`config.mk`:
```
export PLATFORM = sky130hd
export DESIGN_NAME = spwnl_ctrl
export DESIGN_NICKNAME = d
export VERILOG_FILES = /design/src/design/spwnl_pkg.sv /design/src/design/spwnl_ctrl.sv
export SDC_FILE = /design/constraint.sdc
export NUM_CORES = 1
export LEC_CHECK = 0
export BUFFER_PORTS_ARGS = -buffer_cell sky130_fd_sc_hd__buf_2
export CAP_MARGIN = 10
export CORE_AREA = 2 2 39 41
export CTS_BUF_LIST = sky130_fd_sc_hd__clkbuf_8 sky130_fd_sc_hd__clkbuf_16
export DETAILED_ROUTE_END_ITERATION = 10
export DIE_AREA = 0 0 41 43
export PLACE_DENSITY = 0.68
export SLEW_MARGIN = 25
export SYNTH_ARGS = -nofsm -noshare
export SYNTH_HDL_FRONTEND = slang
export SYNTH_SLANG_ARGS = --single-unit
```
`constraint.sdc`:
```
create_clock -name clock -period 1.27 [get_ports clock]
set_clock_uncertainty 0.1 [all_clocks]
set_input_delay 0.127 -clock clock [delete_from_list [all_inputs] [get_ports clock]]
set_output_delay 0.127 -clock clock [all_outputs]
set_load 0.01 [all_outputs]
```
`src/design/spwnl_pkg.sv`:
```
// Shared types and constants for the sample player with nibble loader.
// No dependencies; every module of the block imports this package.
`timescale 1ns / 1ps
package spwnl_pkg;

   localparam int STORE_DEPTH = 32768;
   localparam int ADDR_W      = $clog2(STORE_DEPTH);
   localparam int LEN_W       = ADDR_W + 1;
   localparam int LOOP_W      = 17;
   localparam int PH_W        = LOOP_W + 16;
   localparam int QUOT_W      = 26;
   localparam int DIV_W       = 57;

   localparam logic [1:0] REQ_LOAD  = 2'd0;
   localparam logic [1:0] REQ_START = 2'd1;
   localparam logic [1:0] REQ_TICK  = 2'd2;
   localparam logic [1:0] REQ_SPARE = 2'd3;

   localparam logic [3:0] SEG_IDLE  = 4'd0;
   localparam logic [3:0] SEG_PCM   = 4'd1;
   localparam logic [3:0] SEG_RATE  = 4'd2;
   localparam logic [3:0] SEG_FREQ  = 4'd3;
   localparam logic [3:0] SEG_LOOP  = 4'd4;
   localparam logic [3:0] SEG_WIDTH = 4'd5;

   localparam logic [2:0] TAG_SEGMENT = 3'd4;

   localparam logic [14:0] MAX_NARROW = 15'd127;
   localparam logic [14:0] MAX_WIDE   = 15'd32767;

   typedef struct packed {
      logic [1:0]         req_type;
      logic [6:0]         link_word;
      logic [14:0]        start_index;
      logic signed [23:0] phase_step;
      logic [15:0]        gain;
   } req_payload_type;

   typedef struct packed {
      logic signed [15:0] sample_out;
      logic               clipped;
   } rsp_payload_type;

   typedef struct packed {
      logic       load;
      logic       start_play;
      logic       tick_init;
      logic       rd_en;
      logic [1:0] rd_slot;
      logic       cap_en;
      logic [1:0] cap_slot;
      logic       map;
      logic       mul1;
      logic       mul2;
      logic       div_go;
      logic       emit;
   } dp_cmd_type;

   typedef struct packed {
      logic div_done;
   } dp_status_type;

endpackage

```
`src/design/spwnl_ctrl.sv`:
```
// Controller state machine: sequences loads, starts and the tick pipeline.
// Depends on spwnl_pkg for the command and status structs.
`timescale 1ns / 1ps
module spwnl_ctrl (
   input  logic                     clock,
   input  logic                     reset,
   input  logic                     start,
   input  logic [1:0]               req_type,
   input  spwnl_pkg::dp_status_type status,
   output spwnl_pkg::dp_cmd_type    cmd,
   output logic                     busy
);
   import spwnl_pkg::*;

   localparam logic [3:0] S_IDLE  = 4'd0;
   localparam logic [3:0] S_RD    = 4'd1;
   localparam logic [3:0] S_RDL   = 4'd2;
   localparam logic [3:0] S_MAP   = 4'd3;
   localparam logic [3:0] S_MUL1  = 4'd4;
   localparam logic [3:0] S_MUL2  = 4'd5;
   localparam logic [3:0] S_DIVGO = 4'd6;
   localparam logic [3:0] S_DIV   = 4'd7;
   localparam logic [3:0] S_OUT   = 4'd8;

   logic [3:0] state_ff, state_in;
   logic [1:0] slot_ff, slot_in;

   always_comb begin
      state_in = state_ff;
      slot_in  = slot_ff;
      cmd      = '0;
      unique case (state_ff)
         S_IDLE: begin
            if (start) begin
               unique case (req_type)
                  REQ_LOAD:  cmd.load = 1'b1;
                  REQ_START: cmd.start_play = 1'b1;
                  REQ_TICK: begin
                     cmd.tick_init = 1'b1;
                     slot_in       = 2'd0;
                     state_in      = S_RD;
                  end
                  default: ;
               endcase
            end
         end
         S_RD: begin
            // Read data is registered and comes back in the cycle after the address.
            cmd.rd_en    = 1'b1;
            cmd.rd_slot  = slot_ff;
            cmd.cap_en   = (slot_ff != 2'd0);
            cmd.cap_slot = slot_ff - 2'd1;
            slot_in      = slot_ff + 2'd1;
            if (slot_ff == 2'd3) state_in = S_RDL;
         end
         S_RDL: begin
            cmd.cap_en   = 1'b1;
            cmd.cap_slot = 2'd3;
            state_in     = S_MAP;
         end
         S_MAP: begin
            cmd.map  = 1'b1;
            state_in = S_MUL1;
         end
         S_MUL1: begin
            cmd.mul1 = 1'b1;
            state_in = S_MUL2;
         end
         S_MUL2: begin
            cmd.mul2 = 1'b1;
            state_in = S_DIVGO;
         end
         S_DIVGO: begin
            cmd.div_go = 1'b1;
            state_in   = S_DIV;
         end
         S_DIV: begin
            if (status.div_done) state_in = S_OUT;
         end
         S_OUT: begin
            cmd.emit = 1'b1;
            state_in = S_IDLE;
         end
         default: state_in = S_IDLE;
      endcase
   end

   always_ff @(posedge clock) begin
      if (reset) begin
         state_ff <= S_IDLE;
         slot_ff  <= 2'd0;
      end else begin
         state_ff <= state_in;
         slot_ff  <= slot_in;
      end
   end

   assign busy = (state_ff != S_IDLE);

endmodule

```
# Word level (Yosys, flattened, before mapping)
# Cells that the tools add are included.
# word_totals
ff_bits	6
latch_bits	0
mem_bits_rw	0
rom_bits	0
word_cells	46
memories	0
# op_classes
add_sub_neg	2
mul	0
n_div	0
order_cmp	0
eq_ne	15
shifts	0
muxes	20
bitwise	0
reduce_logical	7
# ops
cell	n
$pmux W4 S8	1
$eq A4 B3 Y1 const B	4
$mux W4	4
$mux W3	3
$eq A4 B2 Y1 const B	2
$mux W1	8
$ne A2 B2 Y1 const B	3
$pmux W3 S2	1
$eq A2 B2 Y1 const B	2
$eq A4 B1 Y1 const B	1
$eq A4 B4 Y1 const B	1
$logic_not A4 Y1	1
$mux W2	2
$pmux W2 S2	1
$reduce_and A4 Y1	1
$reduce_bool A2 Y1	2
$reduce_bool A4 Y1	1
$reduce_and A3 Y1	1
$add A2 B1 Y2 const B	1
$eq A2 B1 Y1 const B	1
$logic_not A2 Y1	1
$ne A2 B1 Y1 const B	1
$sub A2 B1 Y2 const B	1

# Depth between registers and ports, before layout
# logic_depth
ltp_word	4
depth_mapped	4
ltp_nobuf	4

# Worst setup path before layout
# OpenSTA, ideal clock, no wires.
# synth_timing
path_type	register -> output
from	register state_ff[3]
to	output port cmd[13] (netlist name)
arrival_ps	1260
required_time_ps	1043
path_slack_ps	-217
stages_incl_launch_ff	5
n_path_buf	1
path_cell_list	dfxtp_1 -> buf_8 -> nor4_2 -> inv_1 -> nor4b_1
# synth_lines
item	line	text
start: declaration	spwnl_ctrl.sv:25	logic [3:0] state_ff, state_in;
start signal: assignment	spwnl_ctrl.sv:93	state_ff <= state_in;
end: declaration	spwnl_ctrl.sv:10	output spwnl_pkg::dp_cmd_type cmd,

==> results.md <==
- Outcome: finished with violations
- Violations in the final reports: negative setup slack
- DRC violations left: 0
- Utilization after layout: 71.52%
- Total wire length: 1.761 mm
- GRT met1 Usage: 22.19%
- Design area: 989.7 µm²
- Relative slew margins: 77.82%
- Area of the mapped netlist: 511.7 µm²
- Total chip power: 667.4 µW
- Routed WL per cell: 14.92 µm
- CTS clock-pin slew for the worst setup and hold paths: 0.04 ns
- Pin slew with the least headroom to its limit: 0.3304 ns
- Seq/Total Area, Yosys: 23.47%
- Post-cts hold buffer count: 0
- Weighted congestion at the end of routability-driven global placement: 0.7529
- Max Fanout on Critical Path: 6
- IO buf count: 20
- Met2 capacity usage during global routing: 31.56%
- Clk root buf: sky130_fd_sc_hd__clkbuf_8
- Pwr Density: 674.3 nW/µm²
- Total negative setup slack: -4.285 ns
- Synthesis-to-layout area growth: 93.40%
- Yosys reg bits: 6
- Detailed-route vias per instance: 5.203
- TritonCTS buffer count: 3
- Area of the die: 1763 µm²
- Largest net degree at the start of global routing: 14
- Top Ports: 21
- Cells on Worst Hold Path: 2
- Count of standard-cell rows: 14
- Count of routing violations after the opening detailed-route iteration: 17
- Min cycle time layout: 1.575 ns
- Endpoint of the lowest-slack register-to-register path: slot_ff[0]
- H-tree level count: 1
- Highest ir drop seen on vdd: 0.5425 mV
- Worst EP required: 1.04 ns
- Worst Hold Class: input port to register
- Maximum clock rate: 634.9 MHz
- Area of the core region: 1384 µm²
- Terminating pin of the worst hold path: state_ff[3]
- Depth of the worst register-to-register path: 5
- Global-route wire length before repair: 2.346 mm
- Die Span X: 41 µm
- Met3 Track Usage GR: 4.712%
- Placed cells: 109
- Critical path class: register to output port
- Unrepaired setup endpoints after global routing: yes
- Arrival time at the worst endpoint: 1.35 ns
- Max Cap Viol: 0
- Setup crit end kind: output port
- Clk sinks: 6
- Number of vias after detailed routing: 614
- Synthesized Nets: 74
- Layout cells sized above 1: 73.53%
- Dpl cell area: 723.2 µm²
- Post-route fraction of the period consumed by the critical path: 124.0%
- Clock latency at the later pin of the worst-skew pair: 0.22 ns
- Initial antenna violation count: 0
- Worst flop-to-flop path startpoint: state_ff[1]
- Distinct cells, synth: 25
- HPWL after DPL: 990.9 µm
- Number of warnings reported in the yosys synthesis log: 0
- Setup crit start: state_ff[1]
- GR Util All Layers: 20.08%
- Clock tree buffer depth: 2
- Synthesized area per cell: 7.754 µm²
- Critical path startpoint category: register
- Antenna Nets Post-Route: 0
- Number of slew-limit violations in the final report: 0
- Die height: 43 µm
- Total gr overflow: 0
- Finished Layout Cells: 118
- ANT cells: 0
- Hold path start: reset
- Flop2flop setup slack: -0.30 ns
- Final Hold Vio Count: 0
- Leakage power of the design: 0.0004537 µW
- Most used routing layer: met2
- Net count reported at finish: 112
- Final critical-path setup slack: -0.3051 ns
- Vias in the first global route: 561
- Initial Util: 36.98%
- TritonCTS clock tree: built
- Gate Count Post-Synth: 66
- Count of final setup violators: 20
- First-pass detailed-route iteration total: 4
[cells in the mapped netlist (all sizes together)]
cell type	number	area (µm²)
nand3b	1	20.02
nor3b	1	7.510
nor3	8	40.04
buf	4	35.02
or2	1	6.260
dfxtp	6	120.1
inv	5	18.77
a311oi	2	17.52
and2b	1	8.760
nor4b	4	41.29
nand2	8	30.03
a2111o	1	11.26
nand2b	5	31.28
and2	2	15.01
a31oi	1	6.260
a21oi	5	25.02
nor2	5	18.77
nor4	2	18.77
a2111oi	1	10.01
nand3	1	5.000
ha	2	25.02
[cell usage in the layout (no fill, tap or decap), types with 3 or more instances in the layout]
master	count
sky130_fd_sc_hd__nand2_1	6
sky130_fd_sc_hd__dfxtp_2	4
sky130_fd_sc_hd__clkbuf_8	3
sky130_fd_sc_hd__buf_4	10
sky130_fd_sc_hd__nor3_1	4
sky130_fd_sc_hd__a21oi_1	3
sky130_fd_sc_hd__buf_6	9
sky130_fd_sc_hd__buf_2	18
sky130_fd_sc_hd__nor3_2	3
sky130_fd_sc_hd__nor4b_4	4
sky130_fd_sc_hd__nor2_1	4
sky130_fd_sc_hd__inv_2	3
sky130_fd_sc_hd__nand2b_4	3
[registers in the layout (all words and copies together), names as in the netlist]
| signal | flops |
|---|---|
| slot_ff | 2 |
| state_ff | 4 |
[worst max-delay path by stage]
stage / to / cells past startpoint
final: cmd[0] / 5
after global routing: cmd[8] / 4
after CTS: cmd[8] / 4
after detailed placement: cmd[13] / 4
after global placement: cmd[13] / 4
after floorplan: cmd[13] / 3
[through the flow]
| step | setup slack (ns) | hold WS [ns] |
|---|---|---|
| finish | -0.3051 | 0.04423 |
| global placement | -0.06071 | 0.2675 |
| detailed placement | -0.09523 | 0.2622 |
| global route | -0.3581 | 0.05036 |
| floorplan | -0.06463 | 0.08900 |
| CTS | -0.2926 | 0.03135 |
[worst max-delay path, cell delays in order, from the launching register on]
cell	delay, ns
sky130_fd_sc_hd__dfxtp_2	0.33
sky130_fd_sc_hd__buf_6	0.13
sky130_fd_sc_hd__buf_4	0.14
sky130_fd_sc_hd__buf_6	0.14
sky130_fd_sc_hd__nor4b_4	0.22
sky130_fd_sc_hd__buf_2	0.17
[where the power goes]
part / total, µW / switching [µW] / internal (µW)
sequential: 205 / 10.3 / 195
combinational: 176 / 87.8 / 88.3
clock: 286 / 82.4 / 204
[per-layer routing]
metal,part of all wire [%],vias to the layer above,wire length [µm]
met1,41,288,716
met3,2.8,4,50
met5,0,-,0
met2,54,17,958
met4,2.0,0,36
li1,-,305,-
[kinds of logic after synthesis]
logic type,after synthesis,synth area share (%)
simple gates,39,47.43
fa+ha+maj,2,4.889
compound gates,10,13.69
flops,6,23.47
buf+inv,9,10.51
[timing repair]
action                                 in CTS  in global routing
endpoints found under the hold margin       0                  0
pin swaps                                  19                  5
resized for setup                          30                 10
buffers inserted                            4                  2
setup endpoints to repair                  20                 20
[final cells by class]
cell class | count | area (µm²)
Sequential cell | 6 | 132.6
Tap cell | 16 | 20.02
Fill cell | 103 | 394.1
Timing Repair Buffer | 37 | 266.5
Multi-Input combinational cell | 51 | 510.5
Clock buffer | 3 | 41.29
Inverter | 5 | 18.77
Power figures use the tool's default switching activity.
